`src/rtl/esdf_pkg.sv`:
```
`default_nettype none

package esdf_pkg;

	localparam int unsigned LengthBytesDefault = 4;
	localparam int unsigned LenW               = 28;
	localparam int unsigned PosW               = 16;
	localparam int unsigned TagW               = 8;

	localparam logic [TagW-1:0] TagEsDescr       = 8'd3;
	localparam logic [TagW-1:0] TagDecConfig     = 8'd4;
	localparam logic [LenW-1:0] SkipEsDescr      = 28'd3;
	localparam logic [LenW-1:0] SkipDecConfig    = 28'd13;
	localparam logic [TagW-1:0] WantedTagReset   = 8'd5;
	localparam logic [6:0]      LenBitsMask      = 7'h7F;
	localparam logic [PosW-1:0] PosMax           = 16'hFFFF;

	localparam logic RegWantedTag    = 1'b0;
	localparam logic RegBufferLength = 1'b1;

	typedef enum logic [2:0] {
		PH_IDLE    = 3'd0,
		PH_TAG     = 3'd1,
		PH_LEN     = 3'd2,
		PH_SKIP    = 3'd3,
		PH_PAYLOAD = 3'd4
	} phase_t;

endpackage

`default_nettype wire

```
`src/rtl/es_descriptor_finder_unit.sv`:
```
`default_nettype none

// Scans a buffer of MPEG-4 descriptor bytes, one byte per word, for the first descriptor
// whose tag equals wanted_tag, skipping into ES and decoder-config descriptors and over
// all others, and reports the payload length and the payload bytes of the match. Every
// input word gives exactly one output word. The unit takes one word per clock cycle unless
// the sink holds off: a word sits in an input register, the parser state is updated by a
// single pass of logic, and the result lands in an output register; s_axis_tready
// drops only when both registers hold words the sink has not taken.
// Set first_byte on the first byte of each buffer; write registers only while idle.
module es_descriptor_finder_unit
	import esdf_pkg::*;
#(
	parameter int unsigned LENGTH_BYTES = LengthBytesDefault
) (
	input  wire         clk,
	input  wire         arst_n,

	input  wire         s_axis_tvalid,
	output logic        s_axis_tready,
	input  wire  [7:0]  s_axis_tdata,  // [7:0] data_byte
	input  wire  [0:0]  s_axis_tuser,  // [0] first_byte

	output logic        m_axis_tvalid,
	input  wire         m_axis_tready,
	output logic [39:0] m_axis_tdata,  // [7:0] payload_byte, [35:8] descriptor_length, zero
	output logic        m_axis_tlast,  // payload_last
	output logic [2:0]  m_axis_tuser,  // [0] payload_valid, [1] search_done, [2] found

	input  wire         psel,
	input  wire         penable,
	input  wire         pwrite,
	input  wire  [2:0]  paddr,
	input  wire  [31:0] pwdata,
	output logic [31:0] prdata,
	output logic        pready
);

	localparam int unsigned CntW = $clog2(LENGTH_BYTES + 1);

	// Configuration registers.
	logic [TagW-1:0] wanted_tag_q;
	logic [PosW-1:0] buffer_length_q;

	assign pready = 1'b1;

	always_ff @(posedge clk or negedge arst_n) begin
		if (!arst_n) begin
			wanted_tag_q    <= WantedTagReset;
			buffer_length_q <= '0;
		end else if (psel && penable && pwrite) begin
			unique case (paddr[2])
				RegWantedTag:    wanted_tag_q    <= pwdata[TagW-1:0];
				RegBufferLength: buffer_length_q <= pwdata[PosW-1:0];
				default: ;
			endcase
		end
	end

	always_comb begin
		prdata = '0;
		unique case (paddr[2])
			RegWantedTag:    prdata = {24'd0, wanted_tag_q};
			RegBufferLength: prdata = {16'd0, buffer_length_q};
			default: ;
		endcase
	end

	// Input register and output register.
	logic       valid_s1;
	logic [7:0] byte_s1;
	logic       first_s1;
	logic       advance;

	logic            valid_s2;
	logic [7:0]      out_byte_s2;
	logic [LenW-1:0] out_len_s2;
	logic            out_pvalid_s2;
	logic            out_plast_s2;
	logic            out_done_s2;
	logic            out_found_s2;

	assign advance       = valid_s1 && (!valid_s2 || m_axis_tready);
	assign s_axis_tready = !valid_s1 || advance;

	always_ff @(posedge clk or negedge arst_n) begin
		if (!arst_n) begin
			valid_s1 <= 1'b0;
		end else if (s_axis_tready) begin
			valid_s1 <= s_axis_tvalid;
		end
	end

	always_ff @(posedge clk) begin
		if (s_axis_tvalid && s_axis_tready) begin
			byte_s1  <= s_axis_tdata;
			first_s1 <= s_axis_tuser[0];
		end
	end

	// Parser state.
	phase_t          phase_q, phase_d;
	logic [TagW-1:0] tag_q, tag_d;
	logic [LenW-1:0] acc_q, acc_d;
	logic [CntW-1:0] cnt_q, cnt_d;
	logic [LenW-1:0] btc_q, btc_d;
	logic [PosW-1:0] pos_q, pos_d;

	logic [7:0]      r_byte;
	logic [LenW-1:0] r_len;
	logic            r_pvalid, r_plast, r_done, r_found;

	logic            close_hdr;
	logic [LenW-1:0] skip_len;
	logic [LenW:0]   end_pos;

	always_comb begin
		phase_d   = phase_q;
		tag_d     = tag_q;
		acc_d     = acc_q;
		cnt_d     = cnt_q;
		btc_d     = btc_q;
		pos_d     = pos_q;
		r_byte    = '0;
		r_len     = '0;
		r_pvalid  = 1'b0;
		r_plast   = 1'b0;
		r_done    = 1'b0;
		r_found   = 1'b0;
		close_hdr = 1'b0;
		skip_len  = '0;
		end_pos   = '0;

		if (first_s1) begin
			pos_d = '0;
			btc_d = '0;
			if (buffer_length_q == '0) begin
				r_done  = 1'b1;
				phase_d = PH_IDLE;
			end else begin
				phase_d = PH_TAG;
			end
		end

		// An empty buffer on a first byte ends the search before any parsing.
		if (!(first_s1 && buffer_length_q == '0)) begin
			unique case (phase_d)
				PH_TAG: begin
					tag_d = byte_s1;
					acc_d = '0;
					cnt_d = '0;
					if (pos_d != PosMax) pos_d = pos_d + 1'b1;
					if (pos_d >= buffer_length_q) close_hdr = 1'b1;
					else phase_d = PH_LEN;
				end
				PH_LEN: begin
					acc_d = {acc_d[LenW-8:0], byte_s1[6:0] & LenBitsMask};
					cnt_d = cnt_d + 1'b1;
					if (pos_d != PosMax) pos_d = pos_d + 1'b1;
					if (!(byte_s1[7] && cnt_d < CntW'(LENGTH_BYTES)
						&& pos_d < buffer_length_q)) begin
						close_hdr = 1'b1;
					end
				end
				PH_SKIP: begin
					if (pos_d != PosMax) pos_d = pos_d + 1'b1;
					if (btc_d != '0) btc_d = btc_d - 1'b1;
					if (btc_d == '0) begin
						if (pos_d >= buffer_length_q) begin
							r_done  = 1'b1;
							phase_d = PH_IDLE;
						end else begin
							phase_d = PH_TAG;
						end
					end else if (pos_d >= buffer_length_q) begin
						r_done  = 1'b1;
						phase_d = PH_IDLE;
					end
				end
				PH_PAYLOAD: begin
					if (pos_d != PosMax) pos_d = pos_d + 1'b1;
					r_byte   = byte_s1;
					r_pvalid = 1'b1;
					if (btc_d != '0) btc_d = btc_d - 1'b1;
					if (btc_d == '0) begin
						r_plast = 1'b1;
						phase_d = PH_IDLE;
					end
				end
				default: phase_d = PH_IDLE;
			endcase
		end

		// End of the header: the length is complete or the buffer ran out.
		if (close_hdr) begin
			end_pos = {{(LenW + 1 - PosW){1'b0}}, pos_d} + {1'b0, acc_d};
			if (tag_d == TagEsDescr) skip_len = SkipEsDescr;
			else if (tag_d == TagDecConfig) skip_len = SkipDecConfig;
			else skip_len = acc_d;
			if (end_pos > {{(LenW + 1 - PosW){1'b0}}, buffer_length_q}) begin
				r_done  = 1'b1;
				phase_d = PH_IDLE;
			end else if (tag_d == wanted_tag_q) begin
				r_done  = 1'b1;
				r_found = 1'b1;
				r_len   = acc_d;
				if (acc_d != '0) begin
					btc_d   = acc_d;
					phase_d = PH_PAYLOAD;
				end else begin
					phase_d = PH_IDLE;
				end
			end else if (skip_len == '0) begin
				if (pos_d >= buffer_length_q) begin
					r_done  = 1'b1;
					phase_d = PH_IDLE;
				end else begin
					phase_d = PH_TAG;
				end
			end else if (pos_d >= buffer_length_q) begin
				r_done  = 1'b1;
				phase_d = PH_IDLE;
			end else begin
				btc_d   = skip_len;
				phase_d = PH_SKIP;
			end
		end
	end

	always_ff @(posedge clk or negedge arst_n) begin
		if (!arst_n) begin
			phase_q <= PH_IDLE;
			tag_q   <= '0;
			acc_q   <= '0;
			cnt_q   <= '0;
			btc_q   <= '0;
			pos_q   <= '0;
		end else if (advance) begin
			phase_q <= phase_d;
			tag_q   <= tag_d;
			acc_q   <= acc_d;
			cnt_q   <= cnt_d;
			btc_q   <= btc_d;
			pos_q   <= pos_d;
		end
	end

	always_ff @(posedge clk or negedge arst_n) begin
		if (!arst_n) begin
			valid_s2 <= 1'b0;
		end else if (advance) begin
			valid_s2 <= 1'b1;
		end else if (m_axis_tready) begin
			valid_s2 <= 1'b0;
		end
	end

	always_ff @(posedge clk) begin
		if (advance) begin
			out_byte_s2   <= r_byte;
			out_len_s2    <= r_len;
			out_pvalid_s2 <= r_pvalid;
			out_plast_s2  <= r_plast;
			out_done_s2   <= r_done;
			out_found_s2  <= r_found;
		end
	end

	assign m_axis_tvalid = valid_s2;
	assign m_axis_tdata  = {4'd0, out_len_s2, out_byte_s2};
	assign m_axis_tlast  = out_plast_s2;
	assign m_axis_tuser  = {out_found_s2, out_done_s2, out_pvalid_s2};

endmodule

`default_nettype wire
```
`config.mk`:
```
export PLATFORM = sky130hd
export DESIGN_NAME = es_descriptor_finder_unit
export DESIGN_NICKNAME = d
export VERILOG_FILES = /design/src/rtl/esdf_pkg.sv /design/src/rtl/es_descriptor_finder_unit.sv
export SDC_FILE = /design/constraint.sdc
export NUM_CORES = 1
export LEC_CHECK = 0
export BUFFER_PORTS_ARGS = -buffer_cell sky130_fd_sc_hd__buf_4
export CORE_MARGIN = 3
export CORE_UTILIZATION = 43
export CTS_BUF_LIST = sky130_fd_sc_hd__clkbuf_2
export DETAILED_ROUTE_END_ITERATION = 10
export SLEW_MARGIN = 20
export SYNTH_ARGS = -nofsm -noshare
export SYNTH_HDL_FRONTEND = slang
export SYNTH_SLANG_ARGS = --single-unit
```
`constraint.sdc`:
```
create_clock -name clk -period 9.2 [get_ports clk]
set_input_delay 0.46 -clock clk [delete_from_list [all_inputs] [get_ports clk]]
set_output_delay 0.46 -clock clk [all_outputs]
set_load 0.005 [all_outputs]
```
**Yosys cells after proc, flatten, opt, wreduce, memory -nomap -nowiden**

Cells that the tools add are included.

- Word-level logic and storage cells: 133
- Input port bits: 51
- Bits in registers: 161
- Output and inout bits: 79

- Equal/unequal tests: 8
- Bitwise gates (word level): 5
- $lt $le $gt $ge: 6
- Add/sub/neg operators: 4
- Muxes and demuxes: 67
- Reduce and logical (&&, ||, !) cells: 25

Operator list:

| operator | count |
|---|---|
| $mux W28 | 17 |
| $mux W16 | 9 |
| $pmux W28 S2 | 2 |
| $logic_not A28 Y1 | 3 |
| $pmux W16 S4 | 1 |
| $pmux W32 S2 | 1 |
| $reduce_bool A28 Y1 | 2 |
| $ge A16 B16 Y1 | 3 |
| $mux W3 | 11 |
| $add A16 B28 Y29 | 1 |
| $gt A29 B16 Y1 | 1 |
| $sub A28 B1 Y28 const B | 1 |
| $mux W1 | 20 |
| $add A16 B1 Y16 const B | 1 |
| $logic_not A16 Y1 | 1 |
| $lt A16 B16 Y1 | 1 |
| $mux W8 | 2 |
| $ne A16 B16 Y1 const B | 1 |
| $pmux W3 S4 | 1 |
| $eq A8 B2 Y1 const B | 1 |
| $eq A8 B3 Y1 const B | 1 |
| $eq A8 B8 Y1 | 1 |
| $logic_and A1 B1 Y1 | 7 |
| $eq A3 B2 Y1 const B | 2 |
| other kinds (15) | 24 |

**Depth between registers and ports, before layout**

Gate-level depths: netlist of run 1.

- Word-level depth: 17
- Depth in mapped cells: 37
- Mapped depth without buffers: 29

**Least setup slack after synthesis of run 1**

Ideal clock, no wire load.

- Kind: flip-flop to flip-flop
- Start point: reg first_s1
- End point: reg btc_q[17]
- Arrival: 7567 ps
- Slack: 1509 ps
- Cell stages (with the launch flop): 34
- Buffers on the path: 8
- Clock period less this slack: 7691 ps
- Setup time: 124 ps
- Cell sequence: edfxtp_1 > clkbuf_1 > buf_1 > clkbuf_1 > clkbuf_1 > clkbuf_1 > nor2b_1 > ha_1 > and4_1 > and4_1 > nand4_1 > and4_1 > clkbuf_1 > and3_1 > clkbuf_1 > nand2_1 > xor2_1 > ha_1 > a2111o_1 > o21ai_0 > o21ai_0 > a21o_1 > a21oi_1 > xnor2_1 > ha_1 > nand4_1 > nor2_1 > a221o_1 > o41ai_1 > nand4_1 > or3_1 > buf_2 > and4_1 > a211o_1

- Longest elaborated chain between the ends: 13
- Elaborated cells on any way between the ends: 56
- Those cells by class: add/sub: 3; order compare: 4; eq/ne: 8; mux: 36; reduce/logical: 5

Ends and longest elaborated chain:

| item | RTL line | source |
|---|---|---|
| start: declaration | es_descriptor_finder_unit.sv:72 | `logic first_s1;` |
| start signal: assignment | es_descriptor_finder_unit.sv:97 | `first_s1 <= s_axis_tuser[0];` |
| $mux W16 | es_descriptor_finder_unit.sv:134 | `if (first_s1) begin` |
| $add A16 B1 Y16 or $ne A16 B16 Y1 (tied branches) | n/a |  |
| $mux W16 | n/a |  |
| $mux W16 | es_descriptor_finder_unit.sv:147 | `unique case (phase_d)` |
| $mux W16 | es_descriptor_finder_unit.sv:146 | `if (!(first_s1 && buffer_length_q == '0)) begin` |
| $pmux W16 S4 | es_descriptor_finder_unit.sv:147 |  |
| $mux W16 * | es_descriptor_finder_unit.sv:146 |  |
| named net pos_d[7] | es_descriptor_finder_unit.sv:107 | `logic [PosW-1:0] pos_q, pos_d;` |
| branches (longest 4 deep; another with $add A16 B28 Y29) | n/a |  |
| $mux W28 * | es_descriptor_finder_unit.sv:200 | `if (end_pos > {{(LenW + 1 - PosW){1'b0}}, buffer_length_q}) begin` |
| $mux W28 * | es_descriptor_finder_unit.sv:195 | `if (close_hdr) begin` |
| end signal: assignment | es_descriptor_finder_unit.sv:243 | `btc_q <= btc_d;` |
| end: declaration | es_descriptor_finder_unit.sv:106 | `logic [LenW-1:0] btc_q, btc_d;` |

Mark *: on every way through the listed nets, which the timed path passes. The select of a mux whose other input is x is not followed.
A chain may end at the register's enable or synchronous reset.

**Worst setup path after layout of run 1**

- Start point: reg first_s1
- End point: reg btc_q[7]

Same word-level chain as after synthesis.

==> results of run 1 <==
-- worst max-delay path, cell delays in order, from the launching register on --
cell and delay, ns:
edfxtp_1 0.53, nor2b_1 0.30, ha_1 0.30, and4_1 0.19, and4_1 0.26, nand4_1 0.14, buf_4 0.19, and4_1 0.26
and3_1 0.26, nand2_1 0.10, xor2_1 0.43, ha_1 0.37, a2111o_1 0.42, o21ai_0 0.15, buf_4 0.17, o21ai_0 0.15
a21o_1 0.20, a21oi_1 0.17, xnor2_1 0.09, ha_1 0.30, nand4_1 0.12, o41ai_1 0.61, nand4_1 0.35, or3_1 0.75
nand2_1 0.37, o21ai_0 0.16
-- area by class of cell --
cell class	count	share of cell area
multi-input cells	1073	0.529
flip-flops and latches	161	0.322
repair buffers	140	0.0846
well taps	341	0.0321
clock inverters	15	0.0129
inverters	45	0.0127
clock buffers	17	0.00640
diodes	1	0.000188
-- state kept, by name, indices dropped and copies added, names as in the netlist, 3 cells and up --
signal           cells
pos_q               16
buffer_length_q     16
phase_q              3
byte_s1              8
out_len_s2          28
acc_q               28
cnt_q                3
btc_q               28
wanted_tag_q         8
tag_q                8
out_byte_s2          8
-- cell families (layout without fill, tap and decap cells) --
| family | count (synthesis) | count (layout) |
|---|---|---|
| simple gates | 524 | 524 |
| flops | 161 | 161 |
| fa+ha+maj | 69 | 69 |
| xor+xnor | 61 | 61 |
| other cells | 2 | 33 |
| compound gates | 324 | 324 |
| buf+inv | 147 | 217 |
| mux | 63 | 63 |
-- synth_stat cells, drive strengths merged (6+ instances only) --
| library cell | n | area share |
|---|---|---|
| dfrtp | 110 | 0.23 |
| a22oi | 10 | 0.0063 |
| and4 | 6 | 0.0044 |
| o21ai | 83 | 0.035 |
| edfxtp | 49 | 0.12 |
| o31ai | 11 | 0.0070 |
| or3 | 15 | 0.0079 |
| nor3 | 43 | 0.019 |
| nor2b | 24 | 0.013 |
| nand4 | 26 | 0.014 |
| a211oi | 9 | 0.0061 |
| a21o | 17 | 0.011 |
| mux2 | 45 | 0.043 |
| and2 | 24 | 0.013 |
| or4 | 6 | 0.0041 |
| o22ai | 7 | 0.0037 |
| nor2 | 119 | 0.038 |
| nand3b | 6 | 0.0038 |
| nand3 | 38 | 0.016 |
| ha | 68 | 0.072 |
| a221oi | 6 | 0.0044 |
| and3 | 25 | 0.013 |
| a21oi | 66 | 0.028 |
| or2 | 7 | 0.0037 |
| o21a | 13 | 0.0082 |
| clkbuf | 62 | 0.020 |
| a2111oi | 7 | 0.0057 |
| nand2b | 12 | 0.0063 |
| nand2 | 133 | 0.042 |
| xnor2 | 39 | 0.029 |
| inv | 44 | 0.014 |
| a22o | 33 | 0.024 |
| mux2i | 18 | 0.015 |
| xor2 | 22 | 0.016 |
| nor4 | 28 | 0.015 |
| o211ai | 6 | 0.0038 |
| a31oi | 13 | 0.0069 |
| buf | 40 | 0.021 |
-- worst paths after layout --
kind	start	to	slack [ns]	cells past startpoint
min in group clk	pwrite	wanted_tag_q[6]$_DFFE_PN0P_	0.39	3
worst min register to register	cnt_q[0]$_DFFE_PN0P_	cnt_q[0]$_DFFE_PN0P_	0.51	1
max in group asynchronous	arst_n	acc_q[19]$_DFFE_PN0P_	7.62	3
worst max register to register	first_s1$_DFFE_PP_	btc_q[7]$_DFFE_PN0P_	1.77	25
worst max-delay path	first_s1$_DFFE_PP_	btc_q[7]$_DFFE_PN0P_	1.77	25
worst min-delay path	arst_n	pos_q[14]$_DFFE_PN0P_	0.13	2
-- stage by stage --
| step | util | hold slack, ns | instances | setup slack, ns | power, mW |
|---|---|---|---|---|---|
| after floorplan | - | 0.164 | 1381 | 1.51 | 1.99 |
| after global placement | 0.471 | 0.465 | 1731 | 1.84 | 2.37 |
| after detailed placement | 0.471 | 0.469 | 1731 | 1.88 | 2.39 |
| after CTS | 0.491 | 0.0891 | 1792 | 1.82 | 2.85 |
| after global routing | 0.492 | 0.102 | 1793 | 1.18 | 3.07 |
| final | 0.492 | 0.130 | 1793 | 1.77 | 2.85 |
-- layer usage --
metal	global-route usage	share of wire	up-vias
met3	0.0464	0.064	65
li1	-	-	5088
met2	0.376	0.45	381
met1	0.338	0.46	5110
met4	0.0805	0.032	0
met5	0	0	-
-- power by group through the flow --
stage	registers [mW]	clock network [mW]	logic (mW)
6_report	1.13	0.441	1.28
3_3_place_gp	1.13	0	1.23
4_1_cts	1.12	0.454	1.27
3_5_place_dp	1.14	0	1.25
2_1_floorplan	1.00	0	0.987
5_1_grt	1.15	0.484	1.43
==> impl_metrics.ini, run 1 <==
[placement]
input_output_buffers = 90
place_area_sq_um = 12700
hpwlAfterDp_mm = 25.7
gp_congestion = 0.958

[cts]
post_cts_resize_count = 0
cts_post_setup_buffers_inserted = 0
clkTransAtPathRegs_ns = 0.33
worstSkewPairLatency_ns = 0.79
max-clock-path-buffers = 2
cts_root_buf = clkbuf_2
cts_made_buffers = 17
htreeDepth = 4
clock_sink_count = 161
ctsHoldBuffers = 29
cts_tree = done

[cells_and_area]
commonest_non_fill_non_tap_cells_in_the_layout = nand2_1 (132), nor2_1 (118), buf_4 (111)
areaGrowthSynthToFinish_pct = 12.1
multi_input_area_sq_um = 7030
post_route_cells_drive_above_1_share = 0.146
design.final.nets = 1558
regArea_sq_um = 4280
area_of_all_placed_cells_without_fillers_sq_um = 13300
filler_cell_count = 2600
final_common_cell = nand2_1

[critical_path]
timing_worst_setup_path_type = flip-flop to flip-flop
cp_launch_type = flip-flop
required_ns = 9.83
timing.critical_path.arrival_ns = 8.06
timing.critical_path.to_type = flip-flop
cp_max_fo = 15

[timing]
slew-limit-headroom = 0.316
fin_setup_tns_ns = 0
finalCritPeriodShare = 0.807
clock-skew-final_ns = 0.0784
final_period_minus_worst_setup_slack_ns = 7.43
final_hold_viol_count = 0
number_of_pins_with_negative_max_slew_slack_in_the_final_report = 0
worstMarginPinSlew_ns = 1.02
setup_repair_after_global_routing_missed_its_margin = false
setup_viol = 0
max_freq_mhz = 135

[floorplanning]
area_of_the_die_sq_um = 29600
die_x_um = 172
fp.dieH_um = 172
ioPinCount = 130
std_cell_rows = 60
core_area_sq_um = 27000
floorplan.initialDensity = 0.438

[flow_run]
cap_violations = 0

[yosys]
ys_types = 81
sequential_element_share_of_the_synthesized_area = 0.361
post_synthesis_simple_gate_area_fraction = 0.223
synth_compound_gate_area_share = 0.183
yosys.area_share.xor_xnor = 0.0451
synth_area_per_cell_sq_um = 8.77
yosys-mux-area-fraction = 0.0580
synth_async_sr_flop_share = 0.696
synth_flop_type = dfrtp_1
synth_top_family_by_area = simple AND/OR/NAND/NOR gates
synthCells = 1351
number_of_flops_mapped_to_enable_cells_by_yosys = 49
synth_fa_ha_area_frac = 0.0735
mappedNetlistArea_sq_um = 11800
ys.warnings.count = 0
ff_latch_count_synth = 161

[hold_path]
min_path_type = input port to asynchronous set/reset pin

[global_routing]
grt_start_max_net_pins = 73
grt_overflow = 0
grt_pass1_vias = 9961
track_usage = 0.241
grt_first_pass_wirelength_mm = 55.7
grt_antenna_before_repair = 2

[power_and_ir_drop]
power_switching_share = 0.454
vdd_drop_max_mv = 0.108
leakagePower_nw = 5.80
cell_internal_pwr_mw = 1.56
sequentialPowerShare = 0.396
power.clock.fraction = 0.155
combinationalPowerShare = 0.449
power-per-cell-area_nw_per_um2 = 214
total_switching_power_mw = 1.29

[run_status]
outcome = completed

[drt]
drc = 0
routedWlPerCell_um = 19.9
antenna_left = 0
number_of_design_rule_violations_left_by_the_first_detailed_router_iteration = 953
route.vias.total = 10644
detailedRoute.firstPassIterationCount = 5
avgViaCountPerCell = 5.94
routed_wire_length_mm = 35.6
Power figures use the tool's default switching activity.
==> inputs of run 2 (changes only) <==
--- a/config.mk
+++ b/config.mk
@@ -5,6 +5,7 @@
 export SDC_FILE = /design/constraint.sdc
 export NUM_CORES = 1
 export LEC_CHECK = 0
+export ABC_AREA = 1
 export BUFFER_PORTS_ARGS = -buffer_cell sky130_fd_sc_hd__buf_4
 export CORE_MARGIN = 3
 export CORE_UTILIZATION = 43
==> constraint.sdc (replaced) <==
create_clock -name clk -period 7.3 [get_ports clk]
set_input_delay 0.365 -clock clk [delete_from_list [all_inputs] [get_ports clk]]
set_output_delay 0.365 -clock clk [all_outputs]
set_load 0.005 [all_outputs]
==> impl_metrics.ini, run 2 <==
[yosys]
synth_top_cells_by_count = nand2_1 (529), inv_1 (277), nor2_1 (190)
ys_types = 53
synth_top_family_by_area = simple AND/OR/NAND/NOR gates
sequential_element_share_of_the_synthesized_area = 0.327
ff_latch_count_synth = 161
synth_area_per_cell_sq_um = 6.67
synth_top_cell_by_area = dfrtp_1
mappedNetlistArea_sq_um = 13100
post_synthesis_simple_gate_area_fraction = 0.311
ys.warnings.count = 0
number_of_flops_mapped_to_enable_cells_by_yosys = 49
synth_flop_type = dfrtp_1
yosys.area_share.xor_xnor = 0.0328
synth_compound_gate_area_share = 0.141
synth.area.top_cells = dfrtp_1 (21%), nand2_1 (15%), edfxtp_1 (11%)
synth_fa_ha_area_frac = 0.0665
synth_async_sr_flop_share = 0.696
yosys.cell_count.top_type = nand2_1
synth_largest_type_area_fraction = 0.210
yosys-mux-area-fraction = 0
synthCells = 1961

[floorplanning]
fp.dieH_um = 180
std_cell_rows = 63
floorplan.initialDensity = 0.439
die_x_um = 180
core_area_sq_um = 29800
area_of_the_die_sq_um = 32600
ioPinCount = 130

[global_routing]
grt.busiest_layer = met2
grt_first_pass_wirelength_mm = 67.0
track_usage = 0.253
grt_util_met1 = 0.357
gr-usage-met2 = 0.397
global_routing_met3_resource_utilization = 0.0470
grt_start_max_net_pins = 82
grt_overflow = 0
grt_pass1_vias = 12706
grt_antenna_before_repair = 1

[cells_and_area]
post_layout_nonfiller_instances = 2472
post_route_cells_drive_above_1_share = 0.0995
regArea_sq_um = 4280
commonest_non_fill_non_tap_cells_in_the_layout = nand2_1 (528), inv_1 (276), nor2_1 (189)
final_common_cell = nand2_1
reg.largest.list = acc_q: 28 flops, btc_q: 28 flops, out_len_s2: 28 flops
multi_input_area_sq_um = 7360
design.final.nets = 2188
areaGrowthSynthToFinish_pct = 12.5
filler_cell_count = 3085

[power_and_ir_drop]
power-per-cell-area_nw_per_um2 = 365
combinationalPowerShare = 0.662
total_switching_power_mw = 2.91
power_switching_share = 0.542
cell_internal_pwr_mw = 2.46
power.clock.fraction = 0.101
power.total_mw = 5.38
leakagePower_nw = 7.44
sequentialPowerShare = 0.237
vdd_drop_max_mv = 0.151

[cts]
htreeDepth = 4
clock_sink_count = 161
cts_root_buf = clkbuf_2
cts_post_setup_buffers_inserted = 0
cts_tree = done
worstSkewPairLatency_ns = 0.84
max-clock-path-buffers = 2
clkTransAtPathRegs_ns = 0.30
cts_made_buffers = 17

[timing]
max_freq_mhz = 154
clock-skew-final_ns = 0.0580
slew-limit-headroom = 0.360
setup_viol = 0
final_hold_viol_count = 0
setup_repair_after_global_routing_missed_its_margin = false
final_period_minus_worst_setup_slack_ns = 6.49
worstMarginPinSlew_ns = 0.950
finalCritPeriodShare = 0.889
fin_setup_tns_ns = 0
number_of_pins_with_negative_max_slew_slack_in_the_final_report = 0

[drt]
routed_wire_length_mm = 41.1
routedWlPerCell_um = 16.6
drc = 0
avgViaCountPerCell = 5.31
route.vias.total = 13123
detailedRoute.firstPassIterationCount = 5
number_of_design_rule_violations_left_by_the_first_detailed_router_iteration = 1189
antenna_left = 0

[placement]
input_output_buffers = 90
gp_congestion = 0.922
placedCellCount = 2411
hpwlAfterDp_mm = 30.8

[critical_path]
r2r-start = first_s1$_DFFE_PP_
timing.critical_path.slowest_cell_delay_ns = 0.53
timing.critical_path.to_type = flip-flop
timing.critical_path.arrival_ns = 7.21
crit_start = first_s1$_DFFE_PP_
reg2regPathDepth = 41
slowest_stage = edfxtp_1
timing_worst_setup_path_type = flip-flop to flip-flop
worst_path_most_repeated_cell = nand2_1
regToRegEndpoint = btc_q[10]$_DFFE_PN0P_
cp_launch_type = flip-flop
required_ns = 8.02
cp_max_fo = 28
rrSetupSlack_ns = 0.81

[run_status]
outcome = completed

[hold_path]
min_path_type = input port to asynchronous set/reset pin

[flow_run]
cap_violations = 0
[run 2: what timing repair did]
action	4_1_cts	5_1_grt
hold endpoints to repair	84	0
setup endpoints to repair	0	48
gates resized for setup	0	10
hold buffers	28	0
[run 2: per-stage QoR]
step           utilization  hold slack, ns  setup slack [ns]  instance area (sq um)
6_report             0.494          0.0879             0.812                  14700
4_1_cts              0.493          0.0402             0.582                  14700
3_5_place_dp         0.475           0.466             0.627                  14200
2_1_floorplan            -          0.0694              1.55                  13200
3_3_place_gp         0.475           0.465             0.713                  14200
5_1_grt              0.494          0.0624            0.0140                  14700
[run 2: worst max path at each step]
stage	endpoint	slack, ns	depth (start not counted)
after detailed placement	btc_q[23]$_DFFE_PN0P_	0.63	40
after CTS	btc_q[10]$_DFFE_PN0P_	0.58	40
after global placement	btc_q[23]$_DFFE_PN0P_	0.71	40
after floorplan	out_len_s2[14]$_SDFFCE_PP0P_	1.55	38
final	btc_q[10]$_DFFE_PN0P_	0.81	41
after global routing	btc_q[11]$_DFFE_PN0P_	0.01	42
[run 2: worst max-delay path: cells and delay by family, from the launching register on]
kind	cells	cell delay, ns
adder cells (fa/ha/maj)	2	0.60
XOR/XNOR	1	0.17
buffers and inverters	6	0.99
AO/OA/AOI/OAI	8	1.27
AND/OR/NAND/NOR	24	2.84
flip-flops	1	0.53
[run 2: cell families after synthesis]
logic type | after synthesis
DFF | 161
buffers and inverters | 386
AOI/OAI and AO/OA | 335
adders and majority gates | 69
and+or+nand+nor | 959
xor gates and xnor gates | 49
other | 2
[run 2: power groups by stage]
stage / clock [mW] / sequential [mW] / combinational (mW)
after global placement: 0 / 1.29 / 3.43
after floorplan: 0 / 1.26 / 2.55
after global routing: 0.593 / 1.30 / 4.02
after detailed placement: 0 / 1.29 / 3.47
final: 0.543 / 1.27 / 3.56
after CTS: 0.561 / 1.27 / 3.50
[run 2: routing by layer]
metal,share of wire,vias to the layer above
li1,-,6521
met1,0.47,6109
met2,0.44,427
met3,0.065,66
met4,0.023,0
met5,0,-
[run 2: cell type report]
cell class,count,share of cell area
tap,390,0.0331
clock inverter,15,0.0113
inverter,286,0.0729
antenna,1,0.000170
multi-input combinational,1444,0.500
timing repair buffer,158,0.0864
clock buffer,17,0.00578
sequential,161,0.290
==> inputs of run 3 (changes only) <==
--- a/config.mk
+++ b/config.mk
@@ -6,11 +6,11 @@
 export NUM_CORES = 1
 export LEC_CHECK = 0
 export ABC_AREA = 1
-export BUFFER_PORTS_ARGS = -buffer_cell sky130_fd_sc_hd__buf_4
 export CORE_MARGIN = 3
 export CORE_UTILIZATION = 43
 export CTS_BUF_LIST = sky130_fd_sc_hd__clkbuf_2
 export DETAILED_ROUTE_END_ITERATION = 10
+export DONT_BUFFER_PORTS = 1
 export SLEW_MARGIN = 20
 export SYNTH_ARGS = -nofsm -noshare
 export SYNTH_HDL_FRONTEND = slang
==> impl_metrics.ini, run 3 (synthesis gave the netlist of run 2 again) <==
[drt]
drc = 0
detailedRoute.firstPassIterationCount = 5
avgViaCountPerCell = 5.38
routedWlPerCell_um = 17.2
antenna_left = 0
number_of_design_rule_violations_left_by_the_first_detailed_router_iteration = 1148
route.vias.total = 12866
routed_wire_length_mm = 41.1

[power_and_ir_drop]
power.total_mw = 5.29
cell_internal_pwr_mw = 2.39
vdd_drop_max_mv = 0.159
power_switching_share = 0.548
power.clock.fraction = 0.098
power-per-cell-area_nw_per_um2 = 373
sequentialPowerShare = 0.241
total_switching_power_mw = 2.90
leakagePower_nw = 7.01
combinationalPowerShare = 0.661

[cells_and_area]
design.final.nets = 2108
post_route_cells_drive_above_1_share = 0.0565
final_common_cell = nand2_1
areaGrowthSynthToFinish_pct = 8.37
fin_util = 0.476
reg.largest.list = acc_q: 28 flops, btc_q: 28 flops, out_len_s2: 28 flops
post_layout_nonfiller_instances = 2393
filler_cell_count = 3112
commonest_non_fill_non_tap_cells_in_the_layout = nand2_1 (528), inv_1 (274), nor2_1 (190)
area_of_all_placed_cells_without_fillers_sq_um = 14200

[timing]
worst_hold_slack_ns = 0.104
fin_setup_tns_ns = 0
clock-skew-final_ns = 0.0652
worstMarginPinSlew_ns = 1.06
final_period_minus_worst_setup_slack_ns = 6.63
slew-limit-headroom = 0.294
final_hold_viol_count = 0
max_freq_mhz = 151
setup_viol = 0
final_critical_path_setup_slack_ns = 0.675
finalCritPeriodShare = 0.908
number_of_pins_with_negative_max_slew_slack_in_the_final_report = 0

[cts]
max-clock-path-buffers = 2
cts_root_buf = clkbuf_2
clkTransAtPathRegs_ns = 0.32
htreeDepth = 4
worstSkewPairLatency_ns = 0.90
clock_sink_count = 161
cts_tree = done
cts_made_buffers = 17

[run_status]
outcome = completed

[placement]
gp_congestion = 0.937
place_area_sq_um = 13400
hpwlAfterDp_mm = 29.7
post_place_worst_slack_ns = 0.517
input_output_buffers = 0
placedCellCount = 2314

[critical_path]
required_ns = 8.13
timing_worst_setup_path_type = flip-flop to flip-flop
critical_path.top_delay_family = simple AND/OR/NAND/NOR gates
cp_max_fo = 22
timing.critical_path.buf_inv = 7
cp_launch_type = flip-flop
crit_start = buffer_length_q[7]$_DFFE_PN0P_
r2r-start = buffer_length_q[7]$_DFFE_PN0P_
timing.critical_path.arrival_ns = 7.45
worst_path_most_repeated_cell = nand2_1
slowest_stage = dfrtp_1
rrSetupSlack_ns = 0.67
timing.critical_path.to_type = flip-flop
timing.critical_path.slowest_cell_delay_ns = 0.49

[global_routing]
grt_pass1_vias = 12113
track_usage = 0.250
grt_overflow = 0
grt_first_pass_wirelength_mm = 65.4
grt_start_max_net_pins = 113
grt_antenna_before_repair = 2

[floorplanning]
ioPinCount = 130
area_of_the_die_sq_um = 32600
fp.dieH_um = 180
std_cell_rows = 63
floorplan.initialDensity = 0.439
core_area_sq_um = 29800
die_x_um = 180

[hold_path]
min_path_type = input port to asynchronous set/reset pin

[flow_run]
cap_violations = 0
## run 3: path summary, 6_finish.rpt
| check | depth (start not counted) | end |
|---|---|---|
| setup / recovery | 41 | btc_q[14]$_DFFE_PN0P_ |
| hold / removal | 2 | btc_q[2]$_DFFE_PN0P_ |
| setup reg to reg | 41 | btc_q[14]$_DFFE_PN0P_ |
| hold reg to reg | 2 | btc_q[21]$_DFFE_PN0P_ |
| max in group asynchronous | 2 | tag_q[1]$_DFFE_PN0P_ |
| min in group clk | 1 | byte_s1[5]$_DFFE_PP_ |
## run 3: metal layers
layer  up-vias  share of wire  track usage
met1      5980           0.46        0.345
met2       451           0.44        0.388
met3        62          0.074       0.0630
met4         0          0.024       0.0737
li1       6373              -            -
met5         -              0            0
## run 3: power groups by stage
stage / Combinational [mW] / Sequential [mW] / Clock [mW]
after CTS: 3.42 / 1.28 / 0.538
final: 3.50 / 1.28 / 0.517
after global placement: 3.31 / 1.29 / 0
after floorplan: 2.55 / 1.26 / 0
after detailed placement: 3.36 / 1.29 / 0
after global routing: 3.94 / 1.31 / 0.573
## run 3: repair_timing
item                                    in CTS  in global routing
hold buffers                                38                  5
setup buffers                                0                  2
endpoints found under the setup margin       0                 46
hold endpoints to repair                   156                  5
gates resized for setup                      0                  5
## run 3: final cells by class
| class | count | area, sq um | share of cell area |
|---|---|---|---|
| clock inverters | 15 | 164 | 0.0116 |
| clock buffers | 17 | 85.1 | 0.00600 |
| multi-input cells | 1444 | 7350 | 0.518 |
| flip-flops and latches | 161 | 4280 | 0.302 |
| well taps | 390 | 488 | 0.0344 |
| inverters | 286 | 1080 | 0.0760 |
| repair buffers | 78 | 736 | 0.0519 |
| diodes | 2 | 5.00 | 0.000353 |
